### config.mk
export PLATFORM = sky130hd
export DESIGN_NAME = gbk_symbol_edit_distance
export DESIGN_NICKNAME = d
export VERILOG_FILES = /design/src/rtl/core/gsed_pkg.sv /design/src/rtl/core/gsed_queue.sv /design/src/rtl/core/gsed_front.sv /design/src/rtl/core/gsed_back.sv /design/src/rtl/core/gbk_symbol_edit_distance.sv
export SDC_FILE = /design/constraint.sdc
export NUM_CORES = 2
export LEC_CHECK = 0
export ABC_AREA = 0
export ABC_CLOCK_PERIOD_IN_PS = 7000
export BUFFER_PORTS_ARGS = -buffer_cell sky130_fd_sc_hd__buf_4
export CELL_PAD_IN_SITES_DETAIL_PLACEMENT = 0
export CELL_PAD_IN_SITES_GLOBAL_PLACEMENT = 1
export CORE_MARGIN = 2
export CORE_UTILIZATION = 45
export DETAILED_ROUTE_END_ITERATION = 7
export PLACE_DENSITY_LB_ADDON = 0.1
export SKIP_CTS_REPAIR_TIMING = 1
export SLEW_MARGIN = 20
export SYNTH_ARGS = -nofsm -noshare
export SYNTH_HDL_FRONTEND = slang
export SYNTH_SLANG_ARGS = --single-unit
export TNS_END_PERCENT = 30
### constraint.sdc
create_clock -name clk_i -period 7 [get_ports clk_i]
set_input_delay 2.1 -clock clk_i [delete_from_list [all_inputs] [get_ports clk_i]]
set_output_delay 2.1 -clock clk_i [all_outputs]
set_load 0.05 [all_outputs]
### src/rtl/core/gsed_pkg.sv
// Shared types and constants for the GBK symbol edit distance block.
// No dependencies.
package gsed_pkg;

  localparam int unsigned MaxSymbols = 32;
  localparam int unsigned CntW       = $clog2(MaxSymbols + 1);
  localparam int unsigned SymAw      = (MaxSymbols > 1) ? $clog2(MaxSymbols) : 1;
  localparam int unsigned CostW      = CntW;
  localparam int unsigned ByteW      = 8;
  localparam int unsigned SymW       = 2 * ByteW;
  localparam int unsigned DistW      = 6;
  localparam int unsigned CmdW       = 2;
  localparam int unsigned QueueDepth = 4;
  localparam int unsigned QAw        = $clog2(QueueDepth);

  localparam logic [ByteW-1:0] LeadMark = 8'h80;
  localparam logic [CntW-1:0]  MaxCnt   = CntW'(MaxSymbols);
  localparam logic [DistW-1:0] MaxDist  =
      (MaxSymbols > 63) ? {DistW{1'b1}} : DistW'(MaxSymbols);

  typedef enum logic [CmdW-1:0] {
    CMD_APPEND_FIRST  = 2'd0,
    CMD_APPEND_SECOND = 2'd1,
    CMD_COMPUTE       = 2'd2,
    CMD_CLEAR         = 2'd3
  } cmd_e;

  typedef enum logic [1:0] {
    OP_PUT_FIRST,
    OP_PUT_SECOND,
    OP_COMPUTE,
    OP_CLEAR
  } op_e;

  typedef struct packed {
    op_e             kind;
    logic [SymW-1:0] value;
  } op_t;

  // clamp a cost to the distance port range
  function automatic logic [DistW-1:0] sat_dist(input logic [CostW-1:0] c);
    logic [CostW+DistW-1:0] w;
    w = {{DistW{1'b0}}, c};
    if (w > {{CostW{1'b0}}, {DistW{1'b1}}}) begin
      return {DistW{1'b1}};
    end
    return w[DistW-1:0];
  endfunction

endpackage

### src/rtl/core/gsed_queue.sv
// Short op queue between the command front end and the compute back end.
// Depends on gsed_pkg.
module gsed_queue
  import gsed_pkg::*;
(
  input  logic clk_i,
  input  logic rst_ni,
  input  logic push_i,
  input  op_t  push_op_i,
  output logic full_o,
  input  logic pop_i,
  output op_t  pop_op_o,
  output logic empty_o
);

  op_t            entries_q [QueueDepth];
  logic [QAw-1:0] wr_q, rd_q;
  logic [QAw:0]   fill_q;

  always_ff @(posedge clk_i) begin
    if (push_i) begin
      entries_q[wr_q] <= push_op_i;
    end
  end

  always_ff @(posedge clk_i or negedge rst_ni) begin
    if (!rst_ni) begin
      wr_q   <= '0;
      rd_q   <= '0;
      fill_q <= '0;
    end else begin
      if (push_i) begin
        wr_q <= wr_q + QAw'(1);
      end
      if (pop_i) begin
        rd_q <= rd_q + QAw'(1);
      end
      if (push_i && !pop_i) begin
        fill_q <= fill_q + (QAw+1)'(1);
      end else if (pop_i && !push_i) begin
        fill_q <= fill_q - (QAw+1)'(1);
      end
    end
  end

  assign full_o   = (fill_q == (QAw+1)'(QueueDepth));
  assign empty_o  = (fill_q == '0);
  assign pop_op_o = entries_q[rd_q];

endmodule

### src/rtl/core/gsed_front.sv
// Command front end: takes words, pairs GBK lead bytes with their second byte
// and queues symbol, compute and clear ops. Depends on gsed_pkg.
module gsed_front
  import gsed_pkg::*;
(
  input  logic             clk_i,
  input  logic             rst_ni,
  input  logic             start_i,
  output logic             busy_o,
  input  logic [CmdW-1:0]  command_i,
  input  logic [ByteW-1:0] data_byte_i,
  input  logic             q_full_i,
  output logic             push_o,
  output op_t              push_op_o
);

  typedef enum logic {F_IDLE, F_EMIT} state_e;

  state_e           state_q, state_d;
  logic             pf_valid_q, pf_valid_d, ps_valid_q, ps_valid_d;
  logic [ByteW-1:0] pf_lead_q, pf_lead_d, ps_lead_q, ps_lead_d;
  logic             accept;
  cmd_e             cmd;
  logic             sel_valid;
  logic [ByteW-1:0] sel_lead;
  logic             new_valid;
  logic [ByteW-1:0] new_lead;

  assign busy_o = (state_q != F_IDLE) || q_full_i;
  assign accept = start_i && !busy_o;
  assign cmd    = cmd_e'(command_i);

  always_comb begin
    state_d    = state_q;
    pf_valid_d = pf_valid_q;
    pf_lead_d  = pf_lead_q;
    ps_valid_d = ps_valid_q;
    ps_lead_d  = ps_lead_q;
    push_o     = 1'b0;
    push_op_o  = '{kind: OP_CLEAR, value: '0};
    sel_valid  = (cmd == CMD_APPEND_SECOND) ? ps_valid_q : pf_valid_q;
    sel_lead   = (cmd == CMD_APPEND_SECOND) ? ps_lead_q : pf_lead_q;
    new_valid  = sel_valid;
    new_lead   = sel_lead;

    unique case (state_q)
      F_IDLE: begin
        if (accept) begin
          unique case (cmd) inside
            CMD_APPEND_FIRST, CMD_APPEND_SECOND: begin
              push_op_o.kind = (cmd == CMD_APPEND_SECOND) ? OP_PUT_SECOND : OP_PUT_FIRST;
              if (sel_valid) begin
                // any byte completes a pending lead
                push_o          = 1'b1;
                push_op_o.value = {sel_lead, data_byte_i};
                new_valid       = 1'b0;
              end else if ((data_byte_i & LeadMark) != '0) begin
                new_valid = 1'b1;
                new_lead  = data_byte_i;
              end else begin
                push_o          = 1'b1;
                push_op_o.value = {{ByteW{1'b0}}, data_byte_i};
              end
              if (cmd == CMD_APPEND_SECOND) begin
                ps_valid_d = new_valid;
                ps_lead_d  = new_lead;
              end else begin
                pf_valid_d = new_valid;
                pf_lead_d  = new_lead;
              end
            end
            CMD_COMPUTE: begin
              state_d = F_EMIT;
            end
            CMD_CLEAR: begin
              push_o         = 1'b1;
              push_op_o.kind = OP_CLEAR;
              pf_valid_d     = 1'b0;
              ps_valid_d     = 1'b0;
            end
          endcase
        end
      end
      F_EMIT: begin
        // flush unfinished leads with low byte zero, then the compute op
        if (!q_full_i) begin
          push_o = 1'b1;
          if (pf_valid_q) begin
            push_op_o  = '{kind: OP_PUT_FIRST, value: {pf_lead_q, {ByteW{1'b0}}}};
            pf_valid_d = 1'b0;
          end else if (ps_valid_q) begin
            push_op_o  = '{kind: OP_PUT_SECOND, value: {ps_lead_q, {ByteW{1'b0}}}};
            ps_valid_d = 1'b0;
          end else begin
            push_op_o.kind = OP_COMPUTE;
            state_d        = F_IDLE;
          end
        end
      end
    endcase
  end

  always_ff @(posedge clk_i or negedge rst_ni) begin
    if (!rst_ni) begin
      state_q    <= F_IDLE;
      pf_valid_q <= 1'b0;
      ps_valid_q <= 1'b0;
    end else begin
      state_q    <= state_d;
      pf_valid_q <= pf_valid_d;
      ps_valid_q <= ps_valid_d;
    end
  end

  always_ff @(posedge clk_i) begin
    pf_lead_q <= pf_lead_d;
    ps_lead_q <= ps_lead_d;
  end

endmodule

### src/rtl/core/gsed_back.sv
// Compute back end: symbol stores, counts, overflow flag and the row-by-row
// dynamic programming walk over the cost row memory. Depends on gsed_pkg.
module gsed_back
  import gsed_pkg::*;
(
  input  logic             clk_i,
  input  logic             rst_ni,
  input  logic             q_empty_i,
  input  op_t              op_i,
  output logic             pop_o,
  output logic             valid_o,
  output logic [DistW-1:0] distance_o,
  output logic             overflow_o
);

  typedef enum logic [2:0] {B_IDLE, B_INIT, B_ROW0, B_CELL, B_DONE} state_e;

  state_e            state_q, state_d;
  logic [CntW-1:0]   cnt1_q, cnt1_d, cnt2_q, cnt2_d;
  logic [CntW-1:0]   i_q, i_d, j_q, j_d, i_prev, j_next;
  logic              ovf_q, ovf_d;
  logic [CostW-1:0]  left_q, left_d, diag_q, diag_d, last_q, last_d;
  logic              valid_q, valid_d, ovf_out_q, ovf_out_d;
  logic [DistW-1:0]  dist_q, dist_d;

  logic [SymW-1:0]   sym1_mem [MaxSymbols];
  logic [SymW-1:0]   sym2_mem [MaxSymbols];
  logic [CostW-1:0]  cost_mem [MaxSymbols+1];
  logic [SymW-1:0]   fs_rd_q, ss_rd_q;
  logic [CostW-1:0]  cost_rd_q;

  logic              s1_we, s2_we, cw_we, fs_re, ss_re, cr_re;
  logic [SymAw-1:0]  s1_waddr, s2_waddr, fs_raddr, ss_raddr;
  logic [CntW-1:0]   cw_addr, cr_raddr;
  logic [CostW-1:0]  cw_data;

  logic [CostW:0]    up_c, left_c, diag_c, best_ab, best;
  logic [CostW-1:0]  new_cell;

  assign pop_o  = (state_q == B_IDLE) && !q_empty_i;
  assign i_prev = i_q - CntW'(1);
  assign j_next = j_q + CntW'(1);

  // one cell: min of above+1, left+1, diag+mismatch
  always_comb begin
    up_c     = {1'b0, cost_rd_q} + (CostW+1)'(1);
    left_c   = {1'b0, left_q} + (CostW+1)'(1);
    diag_c   = {1'b0, diag_q} + ((fs_rd_q != ss_rd_q) ? (CostW+1)'(1) : '0);
    best_ab  = (up_c < left_c) ? up_c : left_c;
    best     = (best_ab < diag_c) ? best_ab : diag_c;
    new_cell = best[CostW-1:0];
  end

  always_comb begin
    state_d   = state_q;
    cnt1_d    = cnt1_q;
    cnt2_d    = cnt2_q;
    i_d       = i_q;
    j_d       = j_q;
    ovf_d     = ovf_q;
    left_d    = left_q;
    diag_d    = diag_q;
    last_d    = last_q;
    valid_d   = 1'b0;
    dist_d    = dist_q;
    ovf_out_d = ovf_out_q;
    s1_we     = 1'b0;
    s2_we     = 1'b0;
    s1_waddr  = cnt1_q[SymAw-1:0];
    s2_waddr  = cnt2_q[SymAw-1:0];
    cw_we     = 1'b0;
    cw_addr   = j_q;
    cw_data   = j_q;
    fs_re     = 1'b0;
    fs_raddr  = i_prev[SymAw-1:0];
    ss_re     = 1'b0;
    ss_raddr  = j_q[SymAw-1:0];
    cr_re     = 1'b0;
    cr_raddr  = j_next;

    unique case (state_q)
      B_IDLE: begin
        if (!q_empty_i) begin
          unique case (op_i.kind)
            OP_PUT_FIRST: begin
              if (cnt1_q < MaxCnt) begin
                s1_we  = 1'b1;
                cnt1_d = cnt1_q + CntW'(1);
              end else begin
                ovf_d = 1'b1;
              end
            end
            OP_PUT_SECOND: begin
              if (cnt2_q < MaxCnt) begin
                s2_we  = 1'b1;
                cnt2_d = cnt2_q + CntW'(1);
              end else begin
                ovf_d = 1'b1;
              end
            end
            OP_COMPUTE: begin
              j_d     = '0;
              state_d = B_INIT;
            end
            OP_CLEAR: begin
              cnt1_d = '0;
              cnt2_d = '0;
              ovf_d  = 1'b0;
            end
          endcase
        end
      end
      B_INIT: begin
        // row zero: cost[j] = j
        cw_we = 1'b1;
        if (j_q == cnt2_q) begin
          last_d  = j_q;
          i_d     = CntW'(1);
          state_d = (cnt1_q == '0) ? B_DONE : B_ROW0;
        end else begin
          j_d = j_next;
        end
      end
      B_ROW0: begin
        // old cost[0] is always i-1, so the diagonal needs no read
        fs_re   = 1'b1;
        cw_we   = 1'b1;
        cw_addr = '0;
        cw_data = i_q;
        left_d  = i_q;
        diag_d  = i_prev;
        if (cnt2_q == '0) begin
          last_d = i_q;
          if (i_q == cnt1_q) begin
            state_d = B_DONE;
          end else begin
            i_d = i_q + CntW'(1);
          end
        end else begin
          cr_re    = 1'b1;
          cr_raddr = CntW'(1);
          ss_re    = 1'b1;
          ss_raddr = '0;
          j_d      = CntW'(1);
          state_d  = B_CELL;
        end
      end
      B_CELL: begin
        cw_we   = 1'b1;
        cw_data = new_cell;
        left_d  = new_cell;
        diag_d  = cost_rd_q;
        if (j_q == cnt2_q) begin
          last_d = new_cell;
          if (i_q == cnt1_q) begin
            state_d = B_DONE;
          end else begin
            i_d     = i_q + CntW'(1);
            state_d = B_ROW0;
          end
        end else begin
          cr_re = 1'b1;
          ss_re = 1'b1;
          j_d   = j_next;
        end
      end
      B_DONE: begin
        valid_d   = 1'b1;
        dist_d    = sat_dist(last_q);
        ovf_out_d = ovf_q;
        cnt2_d    = '0;
        state_d   = B_IDLE;
      end
      default: begin
        state_d = B_IDLE;
      end
    endcase
  end

  always_ff @(posedge clk_i or negedge rst_ni) begin
    if (!rst_ni) begin
      state_q <= B_IDLE;
      cnt1_q  <= '0;
      cnt2_q  <= '0;
      ovf_q   <= 1'b0;
      valid_q <= 1'b0;
    end else begin
      state_q <= state_d;
      cnt1_q  <= cnt1_d;
      cnt2_q  <= cnt2_d;
      ovf_q   <= ovf_d;
      valid_q <= valid_d;
    end
  end

  always_ff @(posedge clk_i) begin
    i_q       <= i_d;
    j_q       <= j_d;
    left_q    <= left_d;
    diag_q    <= diag_d;
    last_q    <= last_d;
    dist_q    <= dist_d;
    ovf_out_q <= ovf_out_d;
  end

  always_ff @(posedge clk_i) begin
    if (s1_we) begin
      sym1_mem[s1_waddr] <= op_i.value;
    end
    if (fs_re) begin
      fs_rd_q <= sym1_mem[fs_raddr];
    end
  end

  always_ff @(posedge clk_i) begin
    if (s2_we) begin
      sym2_mem[s2_waddr] <= op_i.value;
    end
    if (ss_re) begin
      ss_rd_q <= sym2_mem[ss_raddr];
    end
  end

  always_ff @(posedge clk_i) begin
    if (cw_we) begin
      cost_mem[cw_addr] <= cw_data;
    end
    if (cr_re) begin
      cost_rd_q <= cost_mem[cr_raddr];
    end
  end

  assign valid_o    = valid_q;
  assign distance_o = dist_q;
  assign overflow_o = ovf_out_q;

endmodule

### src/rtl/core/gbk_symbol_edit_distance.sv
// Top level of the GBK symbol edit distance block: front end, op queue and
// compute back end. Depends on gsed_pkg, gsed_front, gsed_queue, gsed_back.
//
//   channel   handshake          fields
//   command   start / busy       command_i, data_byte_i
//   result    valid_o (strobe)   distance_o, overflow_o
//
// Append and clear words pass from the front end through the queue to the back end.
// A compute walks the cost row memory row by row, one cell a cycle.
// The front end is busy after a compute while it queues the completion of
// unfinished leads and the compute op, and whenever the four-entry queue is full.
// Reset clears counts, leads, overflow flag and queue; stores need no clearing.
// The result is a one-cycle strobe that the receiver cannot stall.
module gbk_symbol_edit_distance
  import gsed_pkg::*;
(
  input  logic             clk_i,
  input  logic             rst_ni,
  input  logic             start,
  output logic             busy,
  input  logic [CmdW-1:0]  command_i,
  input  logic [ByteW-1:0] data_byte_i,
  output logic             valid_o,
  output logic [DistW-1:0] distance_o,
  output logic             overflow_o
);

  logic q_full, q_empty, q_push, q_pop;
  op_t  push_op, pop_op;

  gsed_front u_front (
    .clk_i       (clk_i),
    .rst_ni      (rst_ni),
    .start_i     (start),
    .busy_o      (busy),
    .command_i   (command_i),
    .data_byte_i (data_byte_i),
    .q_full_i    (q_full),
    .push_o      (q_push),
    .push_op_o   (push_op)
  );

  gsed_queue u_queue (
    .clk_i     (clk_i),
    .rst_ni    (rst_ni),
    .push_i    (q_push),
    .push_op_i (push_op),
    .full_o    (q_full),
    .pop_i     (q_pop),
    .pop_op_o  (pop_op),
    .empty_o   (q_empty)
  );

  gsed_back u_back (
    .clk_i      (clk_i),
    .rst_ni     (rst_ni),
    .q_empty_i  (q_empty),
    .op_i       (pop_op),
    .pop_o      (q_pop),
    .valid_o    (valid_o),
    .distance_o (distance_o),
    .overflow_o (overflow_o)
  );

endmodule

Word level (Yosys, flattened, before mapping)
Memory sizes are Yosys's and may differ from the RTL's. A register that Yosys moved wholly into a read port is not among the register bits.
Cells that the tools add are included.
- bits in registers: 80
- RAM bits: 1294
- bits of input ports: 13
- output and inout bits: 9
- word-level logic and storage cells: 218
- memories: 4
- $add $sub $neg: 12
- order comparisons: 4
- eq/ne operators: 33
- multiplexer cells: 107
- bitwise logic cells: 3
- reductions and logical operators: 35
- memories (name ; words ; bits a word ; rd ports ; clocked after Yosys merged registers in ; write ports ; RTL line ; text):
    u_back.sym1_mem ; 32 ; 16 ; 1 ; 1 ; 1 ; gsed_back.sv:26 ; logic [SymW-1:0] sym1_mem [MaxSymbols];
    u_back.sym2_mem ; 32 ; 16 ; 1 ; 1 ; 1 ; gsed_back.sv:27 ; logic [SymW-1:0] sym2_mem [MaxSymbols];
    u_back.cost_mem ; 33 ; 6 ; 1 ; 1 ; 1 ; gsed_back.sv:28 ; logic [CostW-1:0] cost_mem [MaxSymbols+1];
    u_queue.entries_q ; 4 ; 18 ; 1 ; 0 ; 1 ; gsed_queue.sv:16 ; op_t entries_q [QueueDepth];
- operators with widths (cell ; count):
    $mux 6 ; 18
    $pmux 6 s2 ; 6
    $mux 18 ; 3
    $pmux 6 s3 ; 3
    $mux 16 ; 3
    $mux 1 ; 44
    $pmux 18 s2 ; 1
    $mux 3 ; 10
    $add 6x1->6 const B ; 4
    $mux 8 ; 3
    $reduce_and 4->1 ; 6
    $reduce_and 5->1 ; 4
    $ne 16x16->1 ; 1
    $ne 2x2->1 const B ; 8
    $pmux 1 s2 ; 8
    $add 6x1->7 const B ; 2
    $lt 7x7->1 ; 2
    $mux 7 ; 2
    $eq 6x6->1 ; 2
    $logic_not 6->1 ; 2
    $lt 6x6->1 const B ; 2
    $ne 3x3->1 const B ; 4
    $pmux 3 s4 ; 1
    $mux 5 ; 2
    24 further kinds ; 53

Depth between registers and ports, before layout
- depth after elaboration: 10
- gate-level depth with buffers: 18

Cells and area by module
A second synthesis with hierarchy kept.
- cell total of the unflattened synthesis: 3484
- area, all modules: 56694.4 µm²
- by module, submodules not included (module ; times used ; cells each ; area each (µm²) ; sequential area each (µm²)):
    gsed_back ; 1 ; 3236 ; 52449.1 ; 39372.8
    gsed_queue ; 1 ; 128 ; 2992.9 ; 2337.2
    gsed_front ; 1 ; 120 ; 1252.5 ; 555.5

Worst setup path before layout
No wires, ideal clock.
- path kind: register -> register
- start: reg u_back.left_q[0]
- end: mem u_back.cost_mem[0][2] (netlist bit) (data pin)
- setup time: 0.469 ns
- arrival time: 5.054 ns
- path slack: 1.476 ns
- stages on the path, launching flop included: 16
- clock period less this slack: 5.524 ns
- cell sequence: edfxtp_1 ha_1 and3_1 xnor2_1 ha_1 and4_1 a221oi_2 mux2i_1 ha_1 a21oi_1 nand2_1 a211o_1 a31o_2 clkbuf_1 mux2i_1 o21ai_0
- cells in the longest elaborated chain, start to end: 6
- RTL lines (item ; RTL line ; text):
    start, declared ; gsed_back.sv:22 ; logic [CostW-1:0] left_q, left_d, diag_q, diag_d, last_q, last_d;
    start signal, assigned ; gsed_back.sv:199 ; left_q <= left_d;
    $add 6x1->7 (*) ; gsed_back.sv:47 ; left_c = {1'b0, left_q} + (CostW+1)'(1);
    $lt 7x7->1 ; gsed_back.sv:49 ; best_ab = (up_c < left_c) ? up_c : left_c;
    $mux 7 (*) ; gsed_back.sv:49 ;
    $lt 7x7->1 ; gsed_back.sv:50 ; best = (best_ab < diag_c) ? best_ab : diag_c;
    $mux 6 (*) ; gsed_back.sv:50 ;
    $pmux 6 s2 (*) ; gsed_back.sv:81 ; unique case (state_q)
    via u_back.cw_data[2] ; gsed_back.sv:35 ; logic [CostW-1:0] cw_data;
    end, declared ; gsed_back.sv:28 ;
The timed path passes the listed nets; every way through them passes the cells marked *.

Final worst setup path
- start: reg u_back.left_q[0]
- end: mem u_back.cost_mem[17][0] (netlist bit) (data pin)
The elaborated chain is that of the path after synthesis.

==> results.env <==
STATUS='complete, no violations'
CLK_PIN_SLEW_WORST_PATHS_NS=0.06
FINALCLOCKSKEW_NS=0.0260
GP_CONGESTION=0.872
CAP_VIOLATIONS=0
HTREE_NUM_LEVELS=4
CTS_TREE='built'
GRT_START_MAX_NET_PINS=152
ROUTED_WIRELENGTH_UM=153000
DETAILEDPLACEMENTHPWL_UM=92700
ROUTE.DETAILED.WL_PER_INST_UM=29.1
GRT_REMAINING_OVERFLOW=0
DETAIL_ROUTE.DRC_VIOLATIONS=0
POSTSYNTHREGISTERBITS=1412
RSZ_0062_RAISED_AFTER_GLOBAL_ROUTING='false'
YOSYSSEQAREASHARE=0.748
SYNTH-WARNING-COUNT=0
ALL_LAYER_GLOBAL_ROUTING_USAGE=0.240
START_UTIL=0.455
CRIT_PATH_KIND='register to register'
FINAL_CRITICAL_PATH_SETUP_SLACK_NS=1.70
ANT_NETS=0
CRITICAL_PATH_REQUIRED_NS=7.45
POST_SYNTHESIS_NET_COUNT=3463
POWER.LEAKAGE_nW=20.5
SLEW_VIOL_FINAL=0
WORST_SETUP_PATH_END_KIND='register'
VIA_PER_INST=5.97
WORST_EP_ARRIVAL_TIME_NS=5.75
ROUTE.VIAS.TOTAL=31400
SETUP_TNS_NS=0
FIRST_GLOBAL_VIAS=31100
DIE_W_UM=358
CTS.ROOT.BUFFER_CELL='clkbuf_16'
MAX_RAIL_DROP_VDD_uV=450
SYNTH-EDFF-COUNT=1385
FINISH.NET_COUNT=3547
START_KIND='register'
DETAILEDROUTE.FIRSTITERATIONVIOLATIONS=3500
NUMPORTBUFFERS=21
TIMING.HOLD.WORST.CLASS='register to register'
POSTLAYOUTCELLAREA_MM2=0.0638
GRT_ANTENNA_BEFORE_REPAIR=1
SYNTH.CELL_AREA_MM2=0.0565
SETUP_VIOLATIONS=0
SYN-MEAN-INSTANCE-AREA_UM2=16.5
TRITONCTS.NUM_BUFFERS=151
TIMING.HOLD.WS_NS=0.419
ASYNC_RESET_FF_FRAC=0.0191
FP-ROW-COUNT=129
SYN_TO_FINAL_GROWTH_PCT=12.9
WORST_PIN_SLEW_NS=1.20
PLACE_WS_NS=1.76
CORE_AREA_MM2=0.124
CTS_NUM_SINKS=1412
DIE_H_UM=358
POWERDENSITY_mW_PER_MM2=484
ACHIEVABLE-FREQUENCY_MHz=189
TOP_FF_CELL_SYNTH='edfxtp_1'
FINAL-HOLD-VIOLATION-COUNT=0
BOUNDARYPINS=22
TIMING.SLEW.HEADROOM=0.195
FINAL_CRITICAL_PATH_TIME_INCLUDING_I_O_DELAYS_AND_SETUP_NS=5.30
YOSYS.CELL_TYPES.COUNT=79
FIRST_PASS_GRT_WIRE_LENGTH_UM=220000
DRT-PASS1-ITER-COUNT=6
CTS_BUFFER_DEPTH=3
PLACED_CELL_AREA_MM2=0.0589
CP_MAX_FO=34
CLK-INSERTION-DELAY-LATE_NS=0.77
SYN-INSTANCE-COUNT=3417
DRIVE_ABOVE_1_SHARE=0.154
DIE_AREA_MM2=0.128
FIN_CRIT_SH=0.757
[cell usage in the layout (no fill, tap or decap), types with 101 or more instances in the layout]
cell and n:
edfxtp_1 1385, o21ai_0 101, buf_4 131, a211oi_1 133
clkbuf_16 157, a21oi_1 108, nand3_1 130, nand2_1 285
mux4_2 153, nor2_1 193
[power breakdown]
group | total [mW] | internal [mW] | switching [mW] | leakage (nW)
sequential | 12.1 | 11.7 | 0.362 | 12.9
combinational | 10.9 | 2.87 | 8.07 | 5.21
clock | 7.84 | 4.64 | 3.21 | 2.38
[stage by stage]
| step | power, mW | instances | util |
|---|---|---|---|
| floorplan | 18.5 | 3417 | - |
| global placement | 23.1 | 4985 | 0.475 |
| detailed placement | 23.2 | 4985 | 0.475 |
| CTS | 31.1 | 5253 | 0.514 |
| global route | 32.2 | 5253 | 0.514 |
| finish | 30.9 | 5254 | 0.514 |
[sequential cells by signal, indices dropped and copies added, names as in the netlist, 6 cells and up]
signal	cells
u_back.sym1_mem	512
u_back.cost_mem	198
u_back.left_q	6
u_back.ss_rd_q	16
u_back.j_q	6
u_back.last_q	6
u_back.sym2_mem	512
u_back.i_q	6
u_back.distance_o	6
u_queue.entries_q	72
u_front.ps_lead_q	8
u_front.pf_lead_q	8
u_back.cnt1_q	6
u_back.diag_q	6
u_back.cost_rd_q	6
u_back.fs_rd_q	16
u_back.cnt2_q	6
[layer usage]
metal	vias to the layer above	share of wire	GRT usage	wire length [um]
met4	0	0.029	0.0783	4460
met5	-	0	0	0
met1	16300	0.45	0.355	68200
met3	196	0.066	0.0414	10100
li1	13800	-	-	-
met2	1099	0.46	0.363	69900
[critical path, cell delays in order (launching register included)]
cell      delay [ns]
edfxtp_1        0.50
ha_1            0.27
and3_1          0.21
xnor2_1         0.24
ha_1            0.29
nand3_1         0.08
nand2_1         0.09
a221oi_2        0.69
mux2i_1         0.47
ha_1            0.33
a21oi_1         0.15
nor2_1          0.05
a211o_1         0.33
nor2_1          0.12
nor2_1          0.04
o31ai_1         0.33
mux2_2          0.76
[layout make-up]
| cell class | count | area (um^2) |
|---|---|---|
| Fill cell | 10000 | 60300 |
| Sequential cell | 1412 | 42300 |
| Multi-Input combinational cell | 1772 | 13400 |
| Clock buffer | 193 | 4080 |
| Tap cell | 1637 | 2050 |
| Timing Repair Buffer | 135 | 1060 |
| Clock inverter | 75 | 773 |
| Inverter | 29 | 114 |
| Antenna cell | 1 | 2.50 |
[worst paths after layout]
kind / start / slack, ns / endpoint / cells after the start
min in group asynchronous: rst_ni / 1.27 / u_front.ps_valid_q / 1
hold reg to reg: u_back.last_q[3] / 0.42 / u_back.distance_o[3] / 0
setup / recovery: u_back.left_q[0] / 1.70 / u_back.cost_mem[17][0] / 16
setup reg to reg: u_back.left_q[0] / 1.70 / u_back.cost_mem[17][0] / 16
max in group asynchronous: rst_ni / 5.44 / u_back.state_q[2] / 1
hold / removal: u_back.last_q[3] / 0.42 / u_back.distance_o[3] / 0
[Yosys cell counts (7+ instances only)]
master	count	area share
o221ai_1	84	0.013
dfrtp_1	27	0.012
o31ai_1	7	0.00093
nand3_1	130	0.012
buf_2	63	0.0056
mux2i_1	56	0.0099
xnor2_1	27	0.0042
mux4_2	153	0.061
nor2b_1	15	0.0017
mux2_2	7	0.0014
o21ai_0	106	0.0094
buf_1	19	0.0013
or3_1	12	0.0013
nor3b_1	8	0.0011
clkbuf_1	114	0.0076
xor2_1	42	0.0065
a31oi_1	24	0.0027
o22ai_1	77	0.0085
a21oi_1	108	0.0096
and3_1	8	0.00089
edfxtp_1	1385	0.74
a22oi_1	40	0.0053
inv_1	28	0.0019
nand4_1	8	0.00089
nand3b_1	9	0.0012
a211oi_1	134	0.018
and2_1	65	0.0072
and2_0	13	0.0014
o41ai_1	15	0.0023
nor3_1	17	0.0015
ha_1	32	0.0071
nor2_1	208	0.014
nand2_1	285	0.019
[cell families after synthesis]
logic type | synth area share
simple gates | 0.0651
flops | 0.748
compound gates | 0.0784
fa+ha+maj | 0.00744
xor+xnor | 0.0107
buf+inv | 0.0178
mux | 0.0723
(Power assumes the default switching activity.)
